===== src/rtl/rmsef_pkg.sv =====
// shared constants and register codes for the rms envelope follower
package rmsef_pkg;

  localparam int SAMPLE_W          = 16;
  localparam int LEVEL_W           = 16;
  localparam int COEFF_W           = 16;
  localparam int SUM_W             = 44;
  localparam int CNT_W             = 14;
  localparam int MAX_BLOCK_SAMPLES = 8192;
  localparam int SQ_W              = 2 * SAMPLE_W - 1;
  localparam int RAD_W             = 2 * SAMPLE_W;
  localparam int ROOT_STEPS        = SAMPLE_W;
  localparam int MUL_STEPS         = COEFF_W + 1;
  localparam int PROD_W            = LEVEL_W + COEFF_W + 2;
  localparam int STEP_W            = $clog2(SUM_W);
  localparam int APB_DATA_W        = 32;
  localparam int APB_ADDR_W        = 3;

  localparam logic [LEVEL_W-1:0] LEVEL_MAX = LEVEL_W'(1) << (SAMPLE_W - 1);

  localparam logic [COEFF_W-1:0] ATTACK_RESET  = 16'd65082;
  localparam logic [COEFF_W-1:0] RELEASE_RESET = 16'd65525;

  localparam logic REG_ATTACK  = 1'b0;
  localparam logic REG_RELEASE = 1'b1;

endpackage


===== src/rtl/rmsef_in_if.sv =====
// sample channel: valid/ready with sample and block mark
interface rmsef_in_if;
  import rmsef_pkg::*;

  logic                       valid;
  logic                       ready;
  logic signed [SAMPLE_W-1:0] sample;
  logic                       last_of_block;

  modport source (output valid, sample, last_of_block, input ready);
  modport sink   (input valid, sample, last_of_block, output ready);

endinterface


===== src/rtl/rmsef_out_if.sv =====
// result channel: valid/ready with rms level and envelope
interface rmsef_out_if;
  import rmsef_pkg::*;

  logic               valid;
  logic               ready;
  logic [LEVEL_W-1:0] rms_level;
  logic [LEVEL_W-1:0] envelope;

  modport source (output valid, rms_level, envelope, input ready);
  modport sink   (input valid, rms_level, envelope, output ready);

endinterface


===== src/rtl/rms_envelope_follower.sv =====
// rms envelope follower top level with bit-serial square, divide, root and smoothing
//
//  channel  | dir | handshake            | payload
//  in_if    | in  | valid/ready          | sample (s16), last_of_block (1)
//  out_if   | out | valid/ready          | rms_level (u16), envelope (u16)
//  apb      | in  | psel/penable/pready  | attack_coeff @0x0, release_coeff @0x4
//
//  a sample without block mark is accepted, squared by the shift-add squarer and
//  accumulated; a marked sample then goes on through the restoring divide, the
//  square root and the multiply steps of the smoothing
//  one sample in flight at a time; a finished beat waits in the output register
//  while the next samples are taken, and only the next result waits on out ready
//  rst_n is synchronous, clears sum, count, envelope and restores the coefficients
module rms_envelope_follower (
  input  logic                                 clk,
  input  logic                                 rst_n,
  rmsef_in_if.sink                             in_if,
  rmsef_out_if.source                          out_if,
  input  logic                                 psel,
  input  logic                                 penable,
  input  logic                                 pwrite,
  input  logic [rmsef_pkg::APB_ADDR_W-1:0]     paddr,
  input  logic [rmsef_pkg::APB_DATA_W-1:0]     pwdata,
  output logic [rmsef_pkg::APB_DATA_W-1:0]     prdata,
  output logic                                 pready
);
  import rmsef_pkg::*;

  typedef enum logic [2:0] {
    IDLE,
    SQUARE,
    ACCUM,
    DIVIDE,
    CLAMP,
    ROOT,
    PREP,
    SMOOTH_EMIT_WAIT
  } state_t;

  localparam logic [SUM_W-1:0]   SUM_LIMIT  = '1;
  localparam logic [CNT_W-1:0]   CNT_MAX    = CNT_W'(MAX_BLOCK_SAMPLES);
  localparam logic [SUM_W-1:0]   MEAN_LIMIT = SUM_W'(1) << (2 * (SAMPLE_W - 1));
  localparam logic [STEP_W-1:0]  SQ_LAST    = STEP_W'(SAMPLE_W - 1);
  localparam logic [STEP_W-1:0]  DIV_LAST   = STEP_W'(SUM_W - 1);
  localparam logic [STEP_W-1:0]  ROOT_LAST  = STEP_W'(ROOT_STEPS - 1);
  localparam logic [STEP_W-1:0]  MUL_LAST   = STEP_W'(MUL_STEPS - 1);
  localparam int                 RREM_W     = LEVEL_W + 3;

  state_t                 state_r;
  logic                   mul_done_r;
  logic [STEP_W-1:0]      step_r;
  logic                   last_r;

  logic [COEFF_W-1:0]     attack_r;
  logic [COEFF_W-1:0]     release_r;

  logic [SQ_W-1:0]        mcand_r;
  logic [SAMPLE_W-1:0]    mplier_r;
  logic [SQ_W-1:0]        sq_r;

  logic [SUM_W-1:0]       sum_r;
  logic [CNT_W-1:0]       cnt_r;
  logic [CNT_W-1:0]       rem_r;

  logic [RAD_W-1:0]       rad_r;
  logic [LEVEL_W-1:0]     root_r;
  logic [RREM_W-1:0]      rrem_r;

  logic [COEFF_W:0]       cmul_r;
  logic [COEFF_W:0]       cinv_r;
  logic [PROD_W-1:0]      env_sh_r;
  logic [PROD_W-1:0]      rms_sh_r;
  logic [PROD_W-1:0]      acc_r;

  logic [LEVEL_W-1:0]     env_r;
  logic                   out_valid_r;
  logic [LEVEL_W-1:0]     out_rms_r;
  logic [LEVEL_W-1:0]     out_env_r;

  logic [SAMPLE_W-1:0]    samp_u;
  logic [SAMPLE_W-1:0]    mag;
  logic [SUM_W:0]         sum_add;
  logic [SUM_W-1:0]       sum_nxt;
  logic [CNT_W-1:0]       cnt_nxt;
  logic [CNT_W:0]         div_trial;
  logic                   div_ge;
  logic [RREM_W+1:0]      root_trial_rem;
  logic [RREM_W+1:0]      root_trial;
  logic                   root_ge;
  logic [COEFF_W-1:0]     coeff_sel;
  logic [PROD_W-1:0]      acc_nxt;
  logic                   apb_wr;
  logic                   out_free;
  logic                   emit;

  assign samp_u  = in_if.sample;
  assign mag     = samp_u[SAMPLE_W-1] ? (~samp_u + SAMPLE_W'(1)) : samp_u;

  assign sum_add = {1'b0, sum_r} + (SUM_W + 1)'(sq_r);
  assign sum_nxt = sum_add[SUM_W] ? SUM_LIMIT : sum_add[SUM_W-1:0];
  assign cnt_nxt = (cnt_r != CNT_MAX) ? cnt_r + CNT_W'(1) : cnt_r;

  assign div_trial = {rem_r, sum_r[SUM_W-1]};
  assign div_ge    = div_trial >= {1'b0, cnt_r};

  assign root_trial_rem = {rrem_r, rad_r[RAD_W-1 -: 2]};
  assign root_trial     = (RREM_W + 2)'({root_r, 2'b01});
  assign root_ge        = root_trial_rem >= root_trial;

  assign coeff_sel = (root_r > env_r) ? attack_r : release_r;

  assign acc_nxt = acc_r + (cmul_r[0] ? env_sh_r : '0) + (cinv_r[0] ? rms_sh_r : '0);

  assign apb_wr   = psel && penable && pwrite;
  assign out_free = !out_valid_r || out_if.ready;
  assign emit     = (state_r == SMOOTH_EMIT_WAIT) && mul_done_r && out_free;

  assign in_if.ready      = (state_r == IDLE);
  assign out_if.valid     = out_valid_r;
  assign out_if.rms_level = out_rms_r;
  assign out_if.envelope  = out_env_r;

  assign pready = 1'b1;
  assign prdata = APB_DATA_W'((paddr[2] == REG_RELEASE) ? release_r : attack_r);

  always_ff @(posedge clk) begin
    if (!rst_n) begin
      state_r     <= IDLE;
      mul_done_r  <= 1'b0;
      step_r      <= '0;
      attack_r    <= ATTACK_RESET;
      release_r   <= RELEASE_RESET;
      sum_r       <= '0;
      cnt_r       <= '0;
      env_r       <= '0;
      out_valid_r <= 1'b0;
    end else begin
      if (apb_wr) begin
        unique case (paddr[2])
          REG_ATTACK:  attack_r  <= pwdata[COEFF_W-1:0];
          REG_RELEASE: release_r <= pwdata[COEFF_W-1:0];
          default:     attack_r  <= attack_r;
        endcase
      end

      if (emit) begin
        out_valid_r <= 1'b1;
      end else if (out_valid_r && out_if.ready) begin
        out_valid_r <= 1'b0;
      end

      unique case (state_r)
        IDLE: begin
          if (in_if.valid) begin
            mcand_r  <= SQ_W'(mag);
            mplier_r <= mag;
            sq_r     <= '0;
            last_r   <= in_if.last_of_block;
            step_r   <= '0;
            state_r  <= SQUARE;
          end
        end
        SQUARE: begin
          if (mplier_r[0]) begin
            sq_r <= sq_r + mcand_r;
          end
          mcand_r  <= mcand_r << 1;
          mplier_r <= mplier_r >> 1;
          step_r   <= step_r + STEP_W'(1);
          if (step_r == SQ_LAST) begin
            state_r <= ACCUM;
          end
        end
        ACCUM: begin
          sum_r  <= sum_nxt;
          cnt_r  <= cnt_nxt;
          rem_r  <= '0;
          step_r <= '0;
          state_r <= last_r ? DIVIDE : IDLE;
        end
        DIVIDE: begin
          // sum register shifts out dividend bits and takes in quotient bits
          if (div_ge) begin
            rem_r <= CNT_W'(div_trial - {1'b0, cnt_r});
          end else begin
            rem_r <= div_trial[CNT_W-1:0];
          end
          sum_r  <= {sum_r[SUM_W-2:0], div_ge};
          step_r <= step_r + STEP_W'(1);
          if (step_r == DIV_LAST) begin
            state_r <= CLAMP;
          end
        end
        CLAMP: begin
          rad_r   <= (sum_r > MEAN_LIMIT) ? RAD_W'(MEAN_LIMIT) : sum_r[RAD_W-1:0];
          root_r  <= '0;
          rrem_r  <= '0;
          step_r  <= '0;
          state_r <= ROOT;
        end
        ROOT: begin
          if (root_ge) begin
            rrem_r <= RREM_W'(root_trial_rem - root_trial);
            root_r <= {root_r[LEVEL_W-2:0], 1'b1};
          end else begin
            rrem_r <= RREM_W'(root_trial_rem);
            root_r <= {root_r[LEVEL_W-2:0], 1'b0};
          end
          rad_r  <= rad_r << 2;
          step_r <= step_r + STEP_W'(1);
          if (step_r == ROOT_LAST) begin
            state_r <= PREP;
          end
        end
        PREP: begin
          cmul_r     <= (COEFF_W + 1)'(coeff_sel);
          cinv_r     <= ((COEFF_W + 1)'(1) << COEFF_W) - (COEFF_W + 1)'(coeff_sel);
          env_sh_r   <= PROD_W'(env_r);
          rms_sh_r   <= PROD_W'(root_r);
          acc_r      <= '0;
          step_r     <= '0;
          mul_done_r <= 1'b0;
          state_r    <= SMOOTH_EMIT_WAIT;
        end
        SMOOTH_EMIT_WAIT: begin
          if (!mul_done_r) begin
            acc_r    <= acc_nxt;
            env_sh_r <= env_sh_r << 1;
            rms_sh_r <= rms_sh_r << 1;
            cmul_r   <= cmul_r >> 1;
            cinv_r   <= cinv_r >> 1;
            step_r   <= step_r + STEP_W'(1);
            if (step_r == MUL_LAST) begin
              mul_done_r <= 1'b1;
            end
          end else if (out_free) begin
            out_rms_r   <= root_r;
            out_env_r   <= acc_r[COEFF_W +: LEVEL_W];
            env_r       <= acc_r[COEFF_W +: LEVEL_W];
            sum_r       <= '0;
            cnt_r       <= '0;
            mul_done_r  <= 1'b0;
            state_r     <= IDLE;
          end
        end
        default: state_r <= IDLE;
      endcase
    end
  end

endmodule


===== src/flat_wrapper.sv =====
// flat-port wrapper written by rule: the top's interface ports become plain ports
module rms_envelope_follower_flat import rmsef_pkg::*;
  (clk, rst_n, psel, penable, pwrite, paddr, pwdata, prdata, pready, in_if_valid, in_if_sample, in_if_last_of_block, in_if_ready, out_if_valid, out_if_rms_level, out_if_envelope, out_if_ready);
  rmsef_in_if in_if_i ();
  rmsef_out_if out_if_i ();
  input  logic clk;
  input  logic rst_n;
  input  logic psel;
  input  logic penable;
  input  logic pwrite;
  input  logic [rmsef_pkg::APB_ADDR_W-1:0] paddr;
  input  logic [rmsef_pkg::APB_DATA_W-1:0] pwdata;
  output logic [rmsef_pkg::APB_DATA_W-1:0] prdata;
  output logic pready;
  input wire logic [$bits(in_if_i.valid)-1:0] in_if_valid;
  input wire logic [$bits(in_if_i.sample)-1:0] in_if_sample;
  input wire logic [$bits(in_if_i.last_of_block)-1:0] in_if_last_of_block;
  output wire logic [$bits(in_if_i.ready)-1:0] in_if_ready;
  output wire logic [$bits(out_if_i.valid)-1:0] out_if_valid;
  output wire logic [$bits(out_if_i.rms_level)-1:0] out_if_rms_level;
  output wire logic [$bits(out_if_i.envelope)-1:0] out_if_envelope;
  input wire logic [$bits(out_if_i.ready)-1:0] out_if_ready;
  assign in_if_i.valid = in_if_valid;
  assign in_if_i.sample = in_if_sample;
  assign in_if_i.last_of_block = in_if_last_of_block;
  assign in_if_ready = in_if_i.ready;
  assign out_if_valid = out_if_i.valid;
  assign out_if_rms_level = out_if_i.rms_level;
  assign out_if_envelope = out_if_i.envelope;
  assign out_if_i.ready = out_if_ready;
  rms_envelope_follower u_core (.clk(clk), .rst_n(rst_n), .in_if(in_if_i), .out_if(out_if_i), .psel(psel), .penable(penable), .pwrite(pwrite), .paddr(paddr), .pwdata(pwdata), .prdata(prdata), .pready(pready));
endmodule

===== config.mk =====
export PLATFORM = sky130hd
export DESIGN_NAME = rms_envelope_follower_flat
export DESIGN_NICKNAME = d
export VERILOG_FILES = /design/src/rtl/rmsef_pkg.sv /design/src/rtl/rmsef_in_if.sv /design/src/rtl/rmsef_out_if.sv /design/src/rtl/rms_envelope_follower.sv /design/src/flat_wrapper.sv
export SDC_FILE = /design/constraint.sdc
export NUM_CORES = 1
export LEC_CHECK = 0
export ABC_AREA = 1
export BUFFER_PORTS_ARGS = -buffer_cell sky130_fd_sc_hd__buf_2
export CAP_MARGIN = 20
export CORE_AREA = 3 3 239 241
export DETAILED_ROUTE_END_ITERATION = 7
export DIE_AREA = 0 0 242 244
export PLACE_DENSITY_LB_ADDON = 0.25
export SETUP_SLACK_MARGIN = 0.05
export SLEW_MARGIN = 15
export SYNTH_ARGS = -nofsm -noshare
export SYNTH_HDL_FRONTEND = slang
export SYNTH_SLANG_ARGS = --single-unit

===== constraint.sdc =====
create_clock -name clk -period 13.25 [get_ports clk]
set_input_delay 2.65 -clock clk [delete_from_list [all_inputs] [get_ports clk]]
set_output_delay 2.65 -clock clk [all_outputs]
set_load 0.005 [all_outputs]

# == Word-level counts from Yosys, hierarchy flattened ==
# Cells that the tools add are included.
# word_totals
regBits,445
in_bits,59
out_inout_bits,67
word_cells,146
# classes
addsub,10
n_lt_le_gt_ge,4
n_eq_ne,20
muxes,55
bitwise,2
reduce_logical,31
# ops
op,count
one-hot mux 34 bit (2 select lines),3
2-to-1 mux 34 bit,5
2-to-1 mux 44 bit,3
one-hot mux 44 bit (3 select lines),1
one-hot mux 31 bit (2 select lines),2
2-to-1 mux 31 bit,3
adder 34 bit,2
one-hot mux 17 bit (2 select lines),2
2-to-1 mux 16 bit,4
one-hot mux 16 bit (2 select lines),2
one-hot mux 32 bit (2 select lines),1
2-to-1 mux 14 bit,4
one-hot mux 14 bit (2 select lines),2
adder 44 x 31 -> 45 bit,1
"> comparator 44 x 31 -> 1 bit, second input constant",1
one-hot mux 19 bit (2 select lines),1
2-to-1 mux 17 bit,2
2-to-1 mux 32 bit,1
adder 31 bit,1
one-hot mux 3 bit (8 select lines),1
one-hot mux 6 bit (4 select lines),1
greater-or-equal comparator 21 x 18 -> 1 bit,1
2-to-1 mux 19 bit,1
subtractor 19 x 18 -> 19 bit,1
other kinds (34),76

# == Depth between registers and ports, before layout ==
# Gate-level depths: netlist of the first run.
# depth
ltp_word,5
depth_mapped,22
ltp_nobuf,21

# == Worst setup path after synthesis of the first run ==
# Ideal clock, no wire load.
# synth_path
path_type,input to register
from,input rst_n
to,"register u_core.acc_r[0], enable pin"
setup_ns,0.802
arrival_time_ns,12.787
required_time_ns,12.448
path_slack_ns,-0.338
cell_stages,5
n_path_buf,3
path_cell_list,clkbuf_1 > inv_1 > clkbuf_1 > clkbuf_1 > nor3b_1
# synth_between
elab_chain_len,1
# synth_lines
item,line,rtl
start: declaration,flat_wrapper.sv:7,input logic rst_n;
AND reduction 3 bit (no line),-,
end signal: assignment,rms_envelope_follower.sv:227,acc_r <= acc_nxt;
end: declaration,rms_envelope_follower.sv:73,logic [PROD_W-1:0] acc_r;
# No other way between the ends.
# A chain may end at the register's enable or synchronous reset.

# == Worst setup path after layout of the first run ==
# layout_path
from,input paddr[2] (netlist bit)
to,output prdata[14] (netlist bit)
# layout_between
elab_chain_len,1
# layout_lines
item,line,rtl
start: declaration,flat_wrapper.sv:11,input logic [rmsef_pkg::APB_ADDR_W-1:0] paddr;
2-to-1 mux 16 bit,rms_envelope_follower.sv:124,assign prdata = APB_DATA_W'((paddr[2] == REG_RELEASE) ? release_r : attack_r);
end: declaration,flat_wrapper.sv:13,output logic [rmsef_pkg::APB_DATA_W-1:0] prdata;
# No other way between the ends.

==> results.yml, run 1 <==
route:
  route.met2.wl_um: 31700
  drtPass1Iterations: 6
  antenna_left: 0
  first_iter_violations: 1753
  dr_total_vias: 23100
  drc: 0
  totalWireLength_um: 69200
  wl_per_cell_um: 16.2
  vias_per_cell: 5.39
  wl_met3_um: 3490
  wl_met1_um: 32500
  highest_layer: "met4"
logic_synthesis:
  synth_area_leaders: "edfxtp_1 (35%), nand2_1 (9.1%), dfxtp_1 (8.5%)"
  synth_top_area_cell: "edfxtp_1"
  synth_top_area_share_pct: 35.1
  syn-mean-instance-area_um2: 8.00
  synth_seq_cells: 438
  synth_cells: 3434
  ys_warn_count: 0
  synth_area_um2: 27500
  post_synth_num_cell_types: 53
  seq_area_frac_synth_pct: 43.6
global_routing:
  grt_pass1_wl_um: 112000
  grt-ovfl-total: 0
  grt_max_degree: 85
  grt_use_total_pct: 22.9
  antenna_found_initial: 0
  grt_pass1_vias: 21800
clocking:
  cts_root_buf: "clkbuf_16"
  ctsHtreeMaxLevel: 2
  numClockSinks: 438
  cts_resized: 0
  cts_tree: "built"
  clock_path_buffers: 3
  path_clk_slew_ns: 0.06
  post_cts_buffers: 0
  numCtsBuffers: 50
  clk_latency_ns: 0.61
  hold_buffers: 0
setup_path:
  end_kind: "output pin"
  start_kind: "primary input"
  critPathRequiredTime_ns: 10.60
  r2r_slack_ns: 9.18
  path_class: "in -> out"
  worstReg2RegStart: "u_core.root_r[15]$_SDFFCE_PN0P_"
  worstReg2RegEnd: "u_core.cinv_r[14]$_DFFE_PP_"
  cpPeakStageDelay_ns: 0.39
  r2r_cells: 13
  worstPathMaxFanout: 32
  crit_arrival_ns: 3.44
  crit_top_cell: "buf_2"
  path_cells: "buf_2 > inv_1 > o21ai_0 > buf_2"
  crit_slowest_cell: "buf_2"
layout:
  syn_to_final_growth_pct: 10.5
  drive_gt1_share_pct: 6.69
  mostFrequentLayoutCell: "nand2_1"
  layout_common_cells: "nand2_1 (664), inv_1 (473), a21oi_1 (380), o21ai_0 (343), nor2_1 (328)"
  nets: 3725
  final_core_util_pct: 55.1
  n_antenna_cell: 0
sta:
  fmax_mhz: 164
  holdWs_ns: 0.451
  worst_pin_slew_ns: 0.988
  fin_setup_tns_ns: 0
  final_max_slew_viol_count: 0
  relSlewSlack_pct: 34.1
  fin_crit_sh_pct: 46.0
  rsz0062_at_grt: "no"
  setup_viol: 0
  hold_violations: 0
  fin_skew_ns: 0.0354
  period_minus_slack_ns: 6.09
floorplan:
  start_util_pct: 49.9
  ios: 126
  die_w_um: 242
  die_y_um: 244
  fp.coreArea_um2: 55100
  die-area_um2: 59000
  rows: 86
power:
  power_mw: 3.72
  p_per_area_nw_per_um2: 122
  ir_worst_vdd_mv: 0.123
  power.leakage_nw: 13.3
outcome:
  status: "finished clean"
run:
  drv_cap: 0
placement:
  io_buffers: 90
  gp_congestion: 0.981
  dp_hpwl_um: 50200
min_path:
  worstHoldStart: "u_core.acc_r[29]$_SDFFCE_PN0P_"
  whs_endpoint: "u_core.out_if.envelope[13]$_DFFE_PP_"
  hold_class: "reg -> reg"
  worstHoldPathCells: 0
[synthesized netlist by cell type (all sizes together)]
library cell,instances
conb,2
o21ai,348
nand4,35
inv,478
o22ai,4
nand2,667
a311oi,1
a41oi,1
a31oi,14
a211oi,7
a21o,12
xor2,46
and3,1
o311a,1
a21oi,382
xnor2,19
o21bai,12
a21boi,6
o211ai,6
o21a,18
buf,51
dfxtp,117
edfxtp,321
a221oi,2
nor3b,5
nand3,166
nor3,47
or2,3
clkbuf,80
fa,35
a22oi,1
a32o,28
nor2,341
o221ai,5
o31ai,3
o211a,1
clkinv,2
nor4,18
ha,145
nand3b,3
[worst max path at each step]
stage	slack (ns)	cells past startpoint	end	from
6_report	7.16	4	prdata[14]	paddr[2]
5_1_grt	6.92	4	prdata[14]	paddr[2]
4_1_cts	7.16	4	prdata[14]	paddr[2]
3_5_place_dp	7.16	4	prdata[14]	paddr[2]
3_3_place_gp	7.13	4	prdata[14]	paddr[2]
2_1_floorplan	4.27	5	u_core.acc_r[0]$_SDFFCE_PN0P_	rst_n
[worst max-delay path: cells and delay by family]
| family | cells | cell delay (ns) |
|---|---|---|
| AO/OA/AOI/OAI | 1 | 0.15 |
| buffers and inverters | 3 | 0.65 |
[state kept, by name (all words and copies together), names as in the netlist, 19 cells and up]
| name | cells |
|---|---|
| u_core.mcand_r | 31 |
| u_core.rad_r | 32 |
| u_core.sq_r | 31 |
| u_core.acc_r | 32 |
| u_core.rrem_r | 19 |
| u_core.env_sh_r | 32 |
| u_core.sum_r | 44 |
| u_core.rms_sh_r | 32 |
[power by group]
group / internal (mW) / total [mW] / leakage [nW] / switching (mW)
registers: 1.54 / 1.60 / 3.83 / 0.0612
logic: 0.213 / 0.643 / 8.61 / 0.430
clock network: 0.874 / 1.47 / 0.836 / 0.595
total: 2.63 / 3.72 / 13.3 / 1.09
[area by class of cell]
type / count / area (µm²)
clock inverter: 33 / 424
clock buffer: 60 / 1320
fill: 5191 / 24700
sequential: 438 / 12000
inverter: 480 / 1800
timing repair buffer: 116 / 677
tap: 748 / 936
multi-input combinational: 2400 / 13200
[metal layers]
metal  GRT usage, %  vias to the layer above
li1               -                    11700
met1           32.1                    10700
met2           37.8                      568
met3           2.73                       87
met4           6.05                        0
met5              0                        -
[metrics by stage]
step / cells / cell area [µm²] / setup WS (ns)
2_1_floorplan: 3449 / 27500 / 4.27
3_3_place_gp: 4179 / 28600 / 7.13
3_5_place_dp: 4179 / 28600 / 7.16
4_1_cts: 4272 / 30300 / 7.16
5_1_grt: 4275 / 30400 / 6.92
6_report: 4275 / 30400 / 7.16
[cell families after synthesis]
group | Yosys count | share of synthesized area (%)
fa+ha+maj | 180 | 9.16
flops | 438 | 43.6
other cells | 2 | 0.0273
buf+inv | 611 | 8.80
simple gates | 1286 | 19.4
compound gates | 852 | 16.9
xor+xnor | 65 | 2.07
Note: power is estimated with default switching activity, not from simulation.
==> run 2, diff against run 1 <==
- clock period: 13.25 -> 5.6 ns (I/O delays scaled with it)
==> run 2 against run 1 <==
  * Cell count fell by 0.14%
  * Flip-flop and latch count did not move
  * Die area did not move
  * Clock power rose by 120%
  * Largest power group unchanged
  * Global-route usage fell by 0.097 points
  * Register-to-register slack got worse by 7.5 ns
  * Core utilization fell by 0.26 points
  * Worst hold slack improved by 0.0043 ns
  * Non-clock buffer count fell by 3
  * Clock skew rose by 0.0076 ns
  * First-iteration DRC count fell by 7.5%
  * Critical path depth rose by 9
==> results.yml, run 2 (synthesis gave the netlist of run 1 again) <==
route:
  vias_per_cell: 5.39
  antenna_left: 0
  drc: 0
  totalWireLength_um: 68900
  first_iter_violations: 1621
  drtPass1Iterations: 6
  dr_total_vias: 23000
  wl_per_cell_um: 16.1
setup_path:
  critPathRequiredTime_ns: 5.95
  end_kind: "register"
  start_kind: "register"
  worstReg2RegEnd: "u_core.cinv_r[14]$_DFFE_PP_"
  r2r_slack_ns: 1.72
  crit_arrival_ns: 4.24
  worstPathMaxFanout: 29
  worstReg2RegStart: "u_core.root_r[15]$_SDFFCE_PN0P_"
  r2r_cells: 13
  path_class: "reg -> reg"
placement:
  gp_congestion: 0.986
  placed_area_um2: 28600
  io_buffers: 90
  dp.cells: 4178
  dp_slack_ns: 1.71
  dp_hpwl_um: 49800
min_path:
  worstHoldStart: "u_core.acc_r[24]$_SDFFCE_PN0P_"
  worstHoldPathCells: 0
  whs_endpoint: "u_core.out_if.envelope[8]$_DFFE_PP_"
  hold_class: "reg -> reg"
global_routing:
  grt_use_total_pct: 22.8
  grt-ovfl-total: 0
  grt_pass1_wl_um: 111000
  grt_max_degree: 124
  antenna_found_initial: 0
  grt_pass1_vias: 21700
clocking:
  hold_buffers: 0
  ctsHtreeMaxLevel: 2
  clock_path_buffers: 3
  cts_root_buf: "clkbuf_16"
  cts_resized: 0
  numCtsBuffers: 48
  clk_latency_ns: 0.61
  path_clk_slew_ns: 0.06
  numClockSinks: 438
  post_cts_buffers: 0
  cts_tree: "built"
outcome:
  status: "finished clean"
sta:
  final_max_slew_viol_count: 0
  period_minus_slack_ns: 3.88
  worst_pin_slew_ns: 1.02
  holdWs_ns: 0.455
  fmax_mhz: 258
  fin_crit_sh_pct: 69.3
  setup_viol: 0
  hold_violations: 0
  fin_skew_ns: 0.0430
  fin_setup_tns_ns: 0
  relSlewSlack_pct: 31.9
  rsz0062_at_grt: "no"
  worst_slack_ns: 1.72
floorplan:
  die_w_um: 242
  die-area_um2: 59000
  start_util_pct: 49.9
  die_y_um: 244
  rows: 86
  ios: 126
  fp.coreArea_um2: 55100
layout:
  drive_gt1_share_pct: 6.28
  layout_common_cells: "nand2_1 (664), inv_1 (473), a21oi_1 (380), o21ai_0 (343), nor2_1 (328)"
  seq_area_um2: 12000
  final_cells: 4269
  num-fill-cells: 5273
  largest_reg_flops: 44
  multi_input_area_um2: 13200
  mostFrequentLayoutCell: "nand2_1"
  regMostFlops: "u_core.sum_r"
  n_antenna_cell: 0
  final_area_um2: 30200
  syn_to_final_growth_pct: 10.0
  nets: 3720
power:
  ir_worst_vdd_mv: 0.217
  p_per_area_nw_per_um2: 283
  power.leakage_nw: 13.2
run:
  drv_cap: 0
-- run 2: changes by cell type in the layout (fill, tap and decap cells not counted), moves of 2 or more --
cell,delta
clkinvlp_4,-4
inv_6,-2
clkinv_4,-2
buf_4,-2
clkinv_1,+5
clkbuf_1,+4
bufinv_16,-3
-- run 2: worst max-delay path by stage --
| stage | startpoint | end | slack, ns | depth (start not counted) |
|---|---|---|---|---|
| after floorplan | rst_n | u_core.acc_r[0]$_SDFFCE_PN0P_ | 0.14 | 5 |
| after global placement | u_core.root_r[10]$_SDFFCE_PN0P_ | u_core.cinv_r[14]$_DFFE_PP_ | 1.77 | 13 |
| after detailed placement | u_core.root_r[11]$_SDFFCE_PN0P_ | u_core.cinv_r[14]$_DFFE_PP_ | 1.71 | 13 |
| after CTS | u_core.root_r[11]$_SDFFCE_PN0P_ | u_core.cinv_r[14]$_DFFE_PP_ | 1.68 | 13 |
| after global routing | u_core.root_r[11]$_SDFFCE_PN0P_ | u_core.cinv_r[14]$_DFFE_PP_ | 1.44 | 13 |
| final | u_core.root_r[15]$_SDFFCE_PN0P_ | u_core.cinv_r[14]$_DFFE_PP_ | 1.72 | 13 |
-- run 2: worst max-delay path, cell delays in order, from the launching register on --
cell and delay (ns):
edfxtp_1 0.41, ha_1 0.32, nand2_1 0.10, nor3_2 0.37, nand3_2 0.57, nand2_2 0.69, nand2_1 0.11, nand2_1 0.17
ha_1 0.21, nand3_1 0.18, nor2_2 0.20, nand3_1 0.14, nand2_1 0.09, nand3_1 0.06
-- run 2: report_power, final --
part | leakage (nW) | internal, mW | switching (mW)
sequential | 3.83 | 3.65 | 0.144
combinational | 8.59 | 0.502 | 1.01
clock | 0.781 | 1.90 | 1.33
-- run 2: routing by layer --
layer / global-route usage (%) / vias to the layer above / share of wire [%]
li1: - / 11700 / -
met4: 6.15 / 0 / 2.3
met3: 3.07 / 99 / 4.8
met1: 31.5 / 10700 / 46
met2: 38.0 / 511 / 47
met5: 0 / - / 0
-- run 2: final cells by class --
type	count	share of cell area, %
Timing Repair Buffer	113	2.17
Clock buffer	64	4.38
Inverter	480	5.96
Sequential cell	438	39.7
Clock inverter	26	0.969
Tap cell	748	3.10
Multi-Input combinational cell	2400	43.8
-- run 2: stage by stage --
stage               total power [mW]  utilization (%)
floorplan                       4.92                -
global placement                5.33             51.9
detailed placement              5.35             51.9
CTS                             8.60             54.8
global route                    8.95             54.8
finish                          8.54             54.8
